### src/rtl/core/emx_pkg.sv
// emx_pkg: shared types and constants for the ElGamal modexp engine.
// No dependencies.
package emx_pkg;
   localparam int WORD_BITS = 32;
   localparam int QUEUE_DEPTH = 2;
   localparam int QUEUE_IDX_BITS = 1;

   localparam logic [1:0] OP_PUBKEY  = 2'd0;
   localparam logic [1:0] OP_ENCRYPT = 2'd1;
   localparam logic [1:0] OP_DECRYPT = 2'd2;

   localparam logic [1:0] ST_OK      = 2'd0;
   localparam logic [1:0] ST_MSG_BAD = 2'd1;
   localparam logic [1:0] ST_K_BAD   = 2'd2;

   localparam logic [1:0] REG_MODULUS = 2'd0;
   localparam logic [1:0] REG_GEN     = 2'd1;
   localparam logic [1:0] REG_KEY     = 2'd2;

   // classified job handed from front to back
   typedef struct packed {
      logic [1:0]           kind;     // OP_* code as received, also the unused code
      logic                 run;      // needs exponentiation
      logic [1:0]           status;
      logic [WORD_BITS-1:0] message;
      logic [WORD_BITS-1:0] nonce;
      logic [WORD_BITS-1:0] cipher_first;
      logic [WORD_BITS-1:0] cipher_second;
   } job_type;

   typedef struct packed {
      logic                 start;
      logic [WORD_BITS-1:0] base;
      logic [WORD_BITS-1:0] expo;
   } pow_req_type;
endpackage

### src/rtl/core/emx_mulmod.sv
// emx_mulmod: iterative modular multiplier, two product bits per cycle (double-and-add).
// Depends on emx_pkg.
module emx_mulmod (
   input  logic                          clock,
   input  logic                          reset,
   input  logic                          start,
   input  logic [emx_pkg::WORD_BITS-1:0] op_a,
   input  logic [emx_pkg::WORD_BITS-1:0] op_b,
   input  logic [emx_pkg::WORD_BITS-1:0] modulus,
   output logic                          done,
   output logic [emx_pkg::WORD_BITS-1:0] result
);
   localparam int W = emx_pkg::WORD_BITS;
   localparam int CW = $clog2(W + 1);

   logic          busy_ff, busy_in;
   logic [CW-1:0] cnt_ff, cnt_in;
   logic [W-1:0]  acc_ff, acc_in, a_ff, a_in, b_ff, b_in;
   logic          done_ff, done_in;

   function automatic logic [W-1:0] addm(input logic [W-1:0] x, input logic [W-1:0] y,
                                         input logic [W-1:0] m);
      logic [W:0] s;
      s = {1'b0, x} + {1'b0, y};
      if (s >= {1'b0, m}) addm = W'(s - {1'b0, m});
      else addm = s[W-1:0];
   endfunction

   always_comb begin
      logic [W-1:0] r;
      busy_in = busy_ff;
      cnt_in = cnt_ff;
      acc_in = acc_ff;
      a_in = a_ff;
      b_in = b_ff;
      done_in = 1'b0;
      r = acc_ff;
      if (start) begin
         busy_in = 1'b1;
         cnt_in = CW'(W);
         acc_in = '0;
         a_in = op_a;
         b_in = op_b;
      end else if (busy_ff) begin
         r = addm(r, r, modulus);
         if (b_ff[W-1]) r = addm(r, a_ff, modulus);
         r = addm(r, r, modulus);
         if (b_ff[W-2]) r = addm(r, a_ff, modulus);
         acc_in = r;
         b_in = b_ff << 2;
         cnt_in = cnt_ff - CW'(2);
         if (cnt_ff == CW'(2)) begin
            busy_in = 1'b0;
            done_in = 1'b1;
         end
      end
   end

   always_ff @(posedge clock) begin
      if (reset) begin
         busy_ff <= 1'b0;
         done_ff <= 1'b0;
         cnt_ff <= '0;
      end else begin
         busy_ff <= busy_in;
         done_ff <= done_in;
         cnt_ff <= cnt_in;
      end
      acc_ff <= acc_in;
      a_ff <= a_in;
      b_ff <= b_in;
   end

   assign done = done_ff;
   assign result = acc_ff;
endmodule

### src/rtl/core/emx_front.sv
// emx_front: accepts items, checks encryption operands and queues classified jobs.
// Depends on emx_pkg.
module emx_front (
   input  logic                          clock,
   input  logic                          reset,
   input  logic                          push,
   output logic                          full,
   input  logic [1:0]                    opcode,
   input  logic [emx_pkg::WORD_BITS-1:0] message,
   input  logic [emx_pkg::WORD_BITS-1:0] nonce,
   input  logic [emx_pkg::WORD_BITS-1:0] cipher_first,
   input  logic [emx_pkg::WORD_BITS-1:0] cipher_second,
   input  logic [emx_pkg::WORD_BITS-1:0] modulus,
   output logic                          job_valid,
   output emx_pkg::job_type              job,
   input  logic                          job_take
);
   localparam int D = emx_pkg::QUEUE_DEPTH;
   localparam int IB = emx_pkg::QUEUE_IDX_BITS;

   emx_pkg::job_type q_ff [D];
   emx_pkg::job_type cls;
   logic [IB-1:0] wp_ff, wp_in, rp_ff, rp_in;
   logic [IB:0]   cnt_ff, cnt_in;
   logic          acc;

   always_comb begin
      cls.kind = opcode;
      cls.run = 1'b0;
      cls.status = emx_pkg::ST_OK;
      cls.message = message;
      cls.nonce = nonce;
      cls.cipher_first = cipher_first;
      cls.cipher_second = cipher_second;
      case (opcode)
         emx_pkg::OP_PUBKEY: cls.run = (modulus != '0);
         emx_pkg::OP_ENCRYPT: begin
            if (message >= modulus) cls.status = emx_pkg::ST_MSG_BAD;
            else if (nonce <= 1 || nonce >= modulus) cls.status = emx_pkg::ST_K_BAD;
            else cls.run = 1'b1;
         end
         emx_pkg::OP_DECRYPT: cls.run = (modulus != '0);
         default: cls.run = 1'b0;
      endcase
   end

   assign full = (cnt_ff == (IB+1)'(D));
   assign acc = push && !full;
   assign job_valid = (cnt_ff != '0);
   assign job = q_ff[rp_ff];

   always_comb begin
      wp_in = acc ? wp_ff + 1'b1 : wp_ff;
      rp_in = (job_take && job_valid) ? rp_ff + 1'b1 : rp_ff;
      cnt_in = cnt_ff + (IB+1)'(acc) - (IB+1)'(job_take && job_valid);
   end

   always_ff @(posedge clock) begin
      if (reset) begin
         wp_ff <= '0;
         rp_ff <= '0;
         cnt_ff <= '0;
      end else begin
         wp_ff <= wp_in;
         rp_ff <= rp_in;
         cnt_ff <= cnt_in;
      end
      if (acc) q_ff[wp_ff] <= cls;
   end
endmodule

### src/rtl/core/emx_back.sv
// emx_back: sequences the exponentiations for one job and holds its result.
// Depends on emx_pkg and emx_mulmod.
module emx_back (
   input  logic                          clock,
   input  logic                          reset,
   input  logic                          job_valid,
   input  emx_pkg::job_type              job,
   output logic                          job_take,
   input  logic [emx_pkg::WORD_BITS-1:0] modulus,
   input  logic [emx_pkg::WORD_BITS-1:0] generator,
   input  logic [emx_pkg::WORD_BITS-1:0] private_key,
   output logic                          empty,
   input  logic                          pop,
   output logic [emx_pkg::WORD_BITS-1:0] value_a,
   output logic [emx_pkg::WORD_BITS-1:0] value_b,
   output logic [1:0]                    status
);
   localparam int W = emx_pkg::WORD_BITS;
   localparam int CW = $clog2(W + 1);

   localparam logic [3:0] S_IDLE  = 4'd0;
   localparam logic [3:0] S_RED   = 4'd1;  // start a power, or the final multiply, from the reduced operand
   localparam logic [3:0] S_POW   = 4'd2;  // pick step of square-and-multiply
   localparam logic [3:0] S_MWAIT = 4'd3;  // r*b pending
   localparam logic [3:0] S_SWAIT = 4'd4;  // b*b pending
   localparam logic [3:0] S_NEXT  = 4'd5;  // next exponentiation or final multiply
   localparam logic [3:0] S_FWAIT = 4'd6;
   localparam logic [3:0] S_OUT   = 4'd7;
   localparam logic [3:0] S_REDW  = 4'd8;

   logic [3:0]   st_ff, st_in;
   logic [2:0]   ph_ff, ph_in;   // phase within the job
   emx_pkg::job_type job_ff, job_in;
   logic [W-1:0] r_ff, r_in, b_ff, b_in, e_ff, e_in, t_ff, t_in;
   logic [CW-1:0] n_ff, n_in;
   logic [W-1:0] oa_ff, oa_in, ob_ff, ob_in;
   logic [1:0]   os_ff, os_in;
   logic         full_ff, full_in;
   logic         ms, md;
   logic [W-1:0] ma, mb, mr;
   logic [W-1:0] r1;

   // operand reduction mod p: restoring remainder, one bit per cycle
   logic [W-1:0] rd_x_ff, rd_x_in;
   logic [W:0]   rd_r_ff, rd_r_in;

   emx_mulmod u_mul (
      .clock(clock), .reset(reset), .start(ms), .op_a(ma), .op_b(mb),
      .modulus(modulus), .done(md), .result(mr)
   );

   assign r1 = (modulus == W'(1)) ? '0 : W'(1);

   always_comb begin
      st_in = st_ff; ph_in = ph_ff; job_in = job_ff;
      r_in = r_ff; b_in = b_ff; e_in = e_ff; t_in = t_ff; n_in = n_ff;
      oa_in = oa_ff; ob_in = ob_ff; os_in = os_ff; full_in = full_ff;
      rd_x_in = rd_x_ff; rd_r_in = rd_r_ff;
      ms = 1'b0; ma = r_ff; mb = b_ff;
      job_take = 1'b0;
      if (full_ff && pop) full_in = 1'b0;
      case (st_ff)
         S_IDLE: begin
            if (job_valid) begin
               job_take = 1'b1;
               job_in = job;
               if (!job.run) begin
                  oa_in = '0; ob_in = '0; os_in = job.status;
                  st_in = S_OUT;
               end else begin
                  // phase 0: reduce the base for the first power
                  ph_in = 3'd0;
                  rd_x_in = (job.kind == emx_pkg::OP_DECRYPT) ? job.cipher_first : generator;
                  rd_r_in = '0; n_in = CW'(W);
                  st_in = S_REDW;
               end
            end
         end
         S_REDW: begin
            // restoring remainder, one bit per cycle
            logic [W:0] tr;
            tr = {rd_r_ff[W-1:0], rd_x_ff[W-1]};
            if (tr >= {1'b0, modulus}) tr = tr - {1'b0, modulus};
            rd_r_in = tr;
            rd_x_in = rd_x_ff << 1;
            n_in = n_ff - CW'(1);
            if (n_ff == CW'(1)) st_in = S_RED;
         end
         S_RED: begin
            // start power: base = reduced value; in phase 5 the final multiply instead
            if (ph_ff == 3'd5) begin
               ma = t_ff; mb = rd_r_ff[W-1:0]; ms = 1'b1;
               st_in = S_FWAIT;
            end else begin
               b_in = rd_r_ff[W-1:0];
               r_in = r1;
               case (ph_ff)
                  3'd0: e_in = (job_ff.kind == emx_pkg::OP_ENCRYPT) ? job_ff.nonce : private_key;
                  default: e_in = e_ff;
               endcase
               st_in = S_POW;
            end
         end
         S_POW: begin
            if (e_ff == '0) st_in = S_NEXT;
            else if (e_ff[0]) begin
               ma = r_ff; mb = b_ff; ms = 1'b1; st_in = S_MWAIT;
            end else begin
               ma = b_ff; mb = b_ff; ms = 1'b1; st_in = S_SWAIT;
            end
         end
         S_MWAIT: if (md) begin
            r_in = mr; ma = b_ff; mb = b_ff; ms = 1'b1; st_in = S_SWAIT;
         end
         S_SWAIT: if (md) begin
            b_in = mr; e_in = e_ff >> 1; st_in = S_POW;
         end
         S_NEXT: begin
            case (job_ff.kind)
               emx_pkg::OP_PUBKEY: begin
                  oa_in = r_ff; ob_in = '0; os_in = emx_pkg::ST_OK; st_in = S_OUT;
               end
               emx_pkg::OP_ENCRYPT: begin
                  if (ph_ff == 3'd0) begin
                     // c1 = g^k done; now y = g^x
                     t_in = r_ff; ph_in = 3'd1;
                     rd_x_in = generator; rd_r_in = '0; n_in = CW'(W);
                     e_in = private_key; st_in = S_REDW;
                  end else if (ph_ff == 3'd1) begin
                     // y^k
                     ph_in = 3'd2; b_in = r_ff; r_in = r1; e_in = job_ff.nonce;
                     st_in = S_POW;
                  end else begin
                     ma = job_ff.message; mb = r_ff; ms = 1'b1;
                     ph_in = 3'd3; st_in = S_FWAIT;
                  end
               end
               default: begin
                  if (ph_ff == 3'd0) begin
                     // s = c1^x; now s^(p-2)
                     ph_in = 3'd1; b_in = r_ff; r_in = r1; e_in = modulus - W'(2);
                     st_in = S_POW;
                  end else begin
                     t_in = r_ff; ph_in = 3'd5;
                     rd_x_in = job_ff.cipher_second; rd_r_in = '0; n_in = CW'(W);
                     st_in = S_REDW;
                  end
               end
            endcase
         end
         S_FWAIT: if (md) begin
            os_in = emx_pkg::ST_OK;
            if (job_ff.kind == emx_pkg::OP_ENCRYPT) begin
               oa_in = t_ff; ob_in = mr;
            end else begin
               oa_in = mr; ob_in = '0;
            end
            st_in = S_OUT;
         end
         S_OUT: if (!full_ff || pop) begin
            full_in = 1'b1; st_in = S_IDLE;
         end
         default: st_in = S_IDLE;
      endcase
      if (st_ff == S_RED && ph_ff == 3'd1 && job_ff.kind == emx_pkg::OP_ENCRYPT)
         e_in = private_key;
   end

   always_ff @(posedge clock) begin
      if (reset) begin
         st_ff <= S_IDLE;
         ph_ff <= '0;
         full_ff <= 1'b0;
         n_ff <= '0;
      end else begin
         st_ff <= st_in;
         ph_ff <= ph_in;
         full_ff <= full_in;
         n_ff <= n_in;
      end
      job_ff <= job_in;
      r_ff <= r_in; b_ff <= b_in; e_ff <= e_in; t_ff <= t_in;
      rd_x_ff <= rd_x_in; rd_r_ff <= rd_r_in;
      if (st_ff == S_OUT && (!full_ff || pop)) begin
         value_a <= oa_ff; value_b <= ob_ff; status <= os_ff;
      end
      oa_ff <= oa_in; ob_ff <= ob_in; os_ff <= os_in;
   end

   assign empty = !full_ff;
endmodule

### src/rtl/core/elgamal_modexp_engine_core.sv
// ElGamal engine top level: configuration registers, front classifier, back sequencer.
// Depends on emx_pkg, emx_front, emx_back, emx_mulmod.
// Rate: one item at a time in the back end. Each modular multiply runs in the serial
// multiplier (two bits per cycle); an exponentiation is up to 64 multiplies, and each
// operand is first reduced mod p. Encrypt runs three exponentiations, decrypt runs two.
// Rejected or unused-opcode items skip the exponentiations. Two items queue up between
// the input and the sequencer; one result waits in the output register.
module elgamal_modexp_engine_core (
   input  logic                          clock,
   input  logic                          reset,
   input  logic                          req_push,
   output logic                          req_full,
   input  logic [1:0]                    req_opcode,
   input  logic [emx_pkg::WORD_BITS-1:0] req_message,
   input  logic [emx_pkg::WORD_BITS-1:0] req_nonce,
   input  logic [emx_pkg::WORD_BITS-1:0] req_cipher_first,
   input  logic [emx_pkg::WORD_BITS-1:0] req_cipher_second,
   output logic                          rsp_empty,
   input  logic                          rsp_pop,
   output logic [emx_pkg::WORD_BITS-1:0] rsp_value_a,
   output logic [emx_pkg::WORD_BITS-1:0] rsp_value_b,
   output logic [1:0]                    rsp_status,
   input  logic                          csr_psel,
   input  logic                          csr_penable,
   input  logic                          csr_pwrite,
   input  logic [3:0]                    csr_paddr,
   input  logic [31:0]                   csr_pwdata,
   output logic [31:0]                   csr_prdata,
   output logic                          csr_pready
);
   logic [31:0] mod_ff, gen_ff, key_ff;
   logic        job_valid, job_take;
   emx_pkg::job_type job;
   logic [1:0]  ridx;

   assign csr_pready = 1'b1;
   assign ridx = csr_paddr[3:2];

   always_ff @(posedge clock) begin
      if (reset) begin
         mod_ff <= 32'd23;
         gen_ff <= 32'd5;
         key_ff <= 32'd6;
      end else if (csr_psel && csr_penable && csr_pwrite && csr_paddr[1:0] == 2'b00) begin
         case (ridx)
            emx_pkg::REG_MODULUS: mod_ff <= csr_pwdata;
            emx_pkg::REG_GEN:     gen_ff <= csr_pwdata;
            emx_pkg::REG_KEY:     key_ff <= csr_pwdata;
            default: ;
         endcase
      end
   end

   always_comb begin
      case (ridx)
         emx_pkg::REG_MODULUS: csr_prdata = mod_ff;
         emx_pkg::REG_GEN:     csr_prdata = gen_ff;
         emx_pkg::REG_KEY:     csr_prdata = key_ff;
         default:              csr_prdata = '0;
      endcase
   end

   emx_front u_front (
      .clock(clock), .reset(reset), .push(req_push), .full(req_full),
      .opcode(req_opcode), .message(req_message), .nonce(req_nonce),
      .cipher_first(req_cipher_first), .cipher_second(req_cipher_second),
      .modulus(mod_ff), .job_valid(job_valid), .job(job), .job_take(job_take)
   );

   emx_back u_back (
      .clock(clock), .reset(reset), .job_valid(job_valid), .job(job), .job_take(job_take),
      .modulus(mod_ff), .generator(gen_ff), .private_key(key_ff),
      .empty(rsp_empty), .pop(rsp_pop), .value_a(rsp_value_a), .value_b(rsp_value_b),
      .status(rsp_status)
   );
endmodule

### config.mk
export PLATFORM = sky130hd
export DESIGN_NAME = elgamal_modexp_engine_core
export DESIGN_NICKNAME = d
export VERILOG_FILES = /design/src/rtl/core/emx_pkg.sv /design/src/rtl/core/emx_mulmod.sv /design/src/rtl/core/emx_front.sv /design/src/rtl/core/emx_back.sv /design/src/rtl/core/elgamal_modexp_engine_core.sv
export SDC_FILE = /design/constraint.sdc
export NUM_CORES = 2
export LEC_CHECK = 0
export BUFFER_PORTS_ARGS = -buffer_cell sky130_fd_sc_hd__buf_2
export CAP_MARGIN = 30
export CORE_MARGIN = 1
export CORE_UTILIZATION = 33
export CTS_CLUSTER_DIAMETER = 100
export CTS_CLUSTER_SIZE = 24
export DETAILED_ROUTE_END_ITERATION = 12
export PLACE_DENSITY = 0.58
export SYNTH_ARGS = -nofsm -noshare
export SYNTH_HDL_FRONTEND = slang
export SYNTH_HIERARCHICAL = 1
export SYNTH_SLANG_ARGS = --single-unit
### constraint.sdc
create_clock -name clock -period 13.7 [get_ports clock]
set_clock_uncertainty 0.1 [all_clocks]
set_input_delay 1.37 -clock clock [delete_from_list [all_inputs] [get_ports clock]]
set_output_delay 1.37 -clock clock [all_outputs]
set_load 0.005 [all_outputs]
==> results.yml <==
drt:
  drt_iter0_drc: 5033
  finalWirelength_mm: 199
  ant_nets: 0
  drc: 0
  route.vias.total: 45100
  viasPerCell: 5.46
  firstDrtPassIters: 8
  wire_per_inst_microns: 24.1
critical_path:
  critPathMaxStageDelay_ns: 0.56
  arrival_ns: 14.11
  worst_setup_path_start_kind: "flip-flop"
  path_class: "flip-flop to flip-flop"
  crit_top_cell: "buf_4"
  critical_path.max_fanout: 6
  crit_slowest_cell: "or4_4"
  critPathRequiredTime_ns: 14.17
  endpoint_kind: "flip-flop"
synth:
  yosys.area_share.xor_xnor: 0.0357
  synthTopCellsByCount: "edfxtp_1 (752), nand2_1 (588), a21oi_1 (379), ha_1 (295), nor2_1 (264)"
  synth_top_area_frac: 0.423
  ys_seq_area_frac: 0.481
  yosysWarnings: 6
  yosys.area_share.simple: 0.137
  synth_cells: 5046
  synth_mux_area_frac: 0.0814
  synth_enable_flop_cells: 752
  synthFlopType: "edfxtp_1"
  yosys.area.top_type: "edfxtp_1"
  synth_compound_area_frac: 0.158
  synth_seq_cells: 906
  synth_area_leaders: "edfxtp_1 (42%), ha_1 (6.9%), dfxtp_1 (5.8%)"
  netlist_area_sq_mm: 0.0534
  syn-num-nets: 5521
  synthAdderAreaFrac: 0.0717
  syn_avg_cell_area_sq_um: 10.6
  synth_top_family_by_area: "compound AO/OA/AOI/OAI gates"
  yosysMostFrequentCell: "edfxtp_1"
  synthArstFlopShare: 0
  synth.distinct_cells: 112
floorplan:
  die_w_microns: 404
  die_h_microns: 404
  ios: 274
  num_rows: 147
  core-area_sq_mm: 0.161
  dieArea_sq_mm: 0.163
  start_util: 0.333
finish:
  area_growth_pct: 25.9
  fillCellCount: 15400
  drive_gt1_frac: 0.302
  multiInputGateArea_sq_mm: 0.0279
  num-nets-final: 6536
  finalNonFillerCells: 8263
  seqCellArea_sq_mm: 0.0257
timing:
  worstMarginPinSlew_ns: 1.17
  timing.final.hold_violations: 0
  rsz0062_at_grt: "yes"
  timing.fmax_ghz: 0.0733
  finalCritPeriodShare: 0.996
  relSlewSlack: 0.200
  period_needed_ns: 13.64
  setup_slack_ns: 0.0575
  slew_viol_final: 0
  setup_viol: 0
cts:
  cts_tree: "built"
  path_clk_slew_ns: 0.10
  cts_root_buf: "clkbuf_16"
  clkSinkCount: 906
  clockBufferDepth: 3
  numCtsBuffers: 48
  clk_latency_ns: 0.73
  cts_htree_levels: 2
  postCtsHoldBufs: 0
placement:
  routabilityCongestion: 0.980
  dp.cells: 8085
  port_buffers: 272
  place_hpwl_mm: 151
  pre_cts_ws_ns: -1.14
global_routing:
  grt_pass1_vias: 42500
  grt_first_pass_wirelength_mm: 283
  grt-ovfl-total: 0
  antenna_found_initial: 23
  grt_max_degree: 95
  grt_util_all_layers: 0.231
min_path:
  hold_path_class: "flip-flop to flip-flop"
outcome:
  outcome: "finished clean"
flow_run:
  drv_cap: 0
[area by class of cell]
cell class	count	share of cell area
Tap cell	2160	0.0402
Clock inverter	14	0.00342
Inverter	215	0.0120
Timing Repair Buffer	1200	0.129
Clock buffer	74	0.0195
Multi-Input combinational cell	3690	0.414
Sequential cell	906	0.382
Antenna cell	4	0.000149
[stage by stage]
stage	cell area, sq um	setup TNS [ns]	hold WS, ns	utilization
after floorplan	53400	0	0.300	-
after global placement	62900	-30.29	0.302	0.392
after detailed placement	63000	-29.82	0.305	0.392
after CTS	65500	-0.0197	0.326	0.408
after global routing	67300	-9.33	0.333	0.419
final	67300	0	0.323	0.419
[critical path: cells and delay by family (launching register included)]
| kind | cells | cell delay, ns |
|---|---|---|
| adder cells (fa/ha/maj) | 6 | 1.51 |
| buffers and inverters | 11 | 1.56 |
| AO/OA/AOI/OAI | 27 | 5.59 |
| AND/OR/NAND/NOR | 12 | 3.08 |
| multiplexers | 2 | 0.61 |
| flip-flops | 1 | 0.40 |
| XOR/XNOR | 3 | 0.56 |
[layer usage]
layer  up-vias  global-route usage  wire length [microns]  share of wire
li1      20800                   -                      -              -
met1     22200               0.322                  86000           0.43
met2      1853               0.374                  91600           0.46
met3       274              0.0251                  13700          0.069
met4        12              0.0758                   7460          0.038
met5         -                   0                     65        0.00033
[kinds of logic (layout without fill, tap and decap cells)]
| kind of cell | count (synthesis) | after routing |
|---|---|---|
| simple gates | 1501 | 1502 |
| compound gates | 1265 | 1266 |
| flops | 906 | 906 |
| buf+inv | 452 | 1503 |
| mux | 401 | 401 |
| fa+ha+maj | 302 | 302 |
| xor+xnor | 218 | 218 |
| other cells | 1 | 5 |
[sequential cells by signal (all words and copies together) (netlist names), 32 cells and up, named ones only]
register,cells
u_front/q_ff,266
u_back/ob_ff,32
gen_ff,32
u_back/u_mul/a_ff,32
u_back/oa_ff,32
u_back/u_mul/b_ff,32
u_back/value_b,32
u_back/job_ff,98
u_back/rd_r_ff,32
u_back/u_mul/result,32
mod_ff,32
u_back/t_ff,32
u_back/value_a,32
u_back/r_ff,32
u_back/rd_x_ff,32
key_ff,32
u_back/b_ff,32
u_back/e_ff,32
[cells in the final DEF, fill, tap and decap left out, drive strengths merged, types with 85 or more instances in the layout]
| cell | netlist | layout |
|---|---|---|
| xnor2 | 148 | 148 |
| ha | 295 | 295 |
| a21o | 94 | 94 |
| o21ai | 261 | 261 |
| nand3 | 110 | 110 |
| mux2i | 202 | 202 |
| nand2b | 146 | 146 |
| a222oi | 85 | 85 |
| a21oi | 382 | 382 |
| inv | 214 | 222 |
| buf | 59 | 1193 |
| mux2 | 199 | 199 |
| dfxtp | 154 | 154 |
| nand2 | 591 | 591 |
| and2 | 94 | 94 |
| edfxtp | 752 | 752 |
| nor2 | 264 | 264 |
[final timing paths]
path	slack (ns)	from	depth (start not counted)	end
worst min register to register	0.32	u_back/ob_ff[10]	0	u_back/value_b[10]
worst max register to register	0.06	mod_ff[3]	61	u_back/u_mul/result[15]
worst min-delay path	0.32	u_back/ob_ff[10]	0	u_back/value_b[10]
worst max-delay path	0.06	mod_ff[3]	61	u_back/u_mul/result[15]
[what timing repair did]
item / in CTS / in global routing
pin swaps: 72 / 163
setup endpoints to repair: 32 / 32
gates resized for setup: 145 / 290
setup buffers: 40 / 42
cloned: 2 / 5
Power is left out: the tool's default activity adds up to more than one toggle a clock period on the data nets, which glitch-free logic cannot reach.
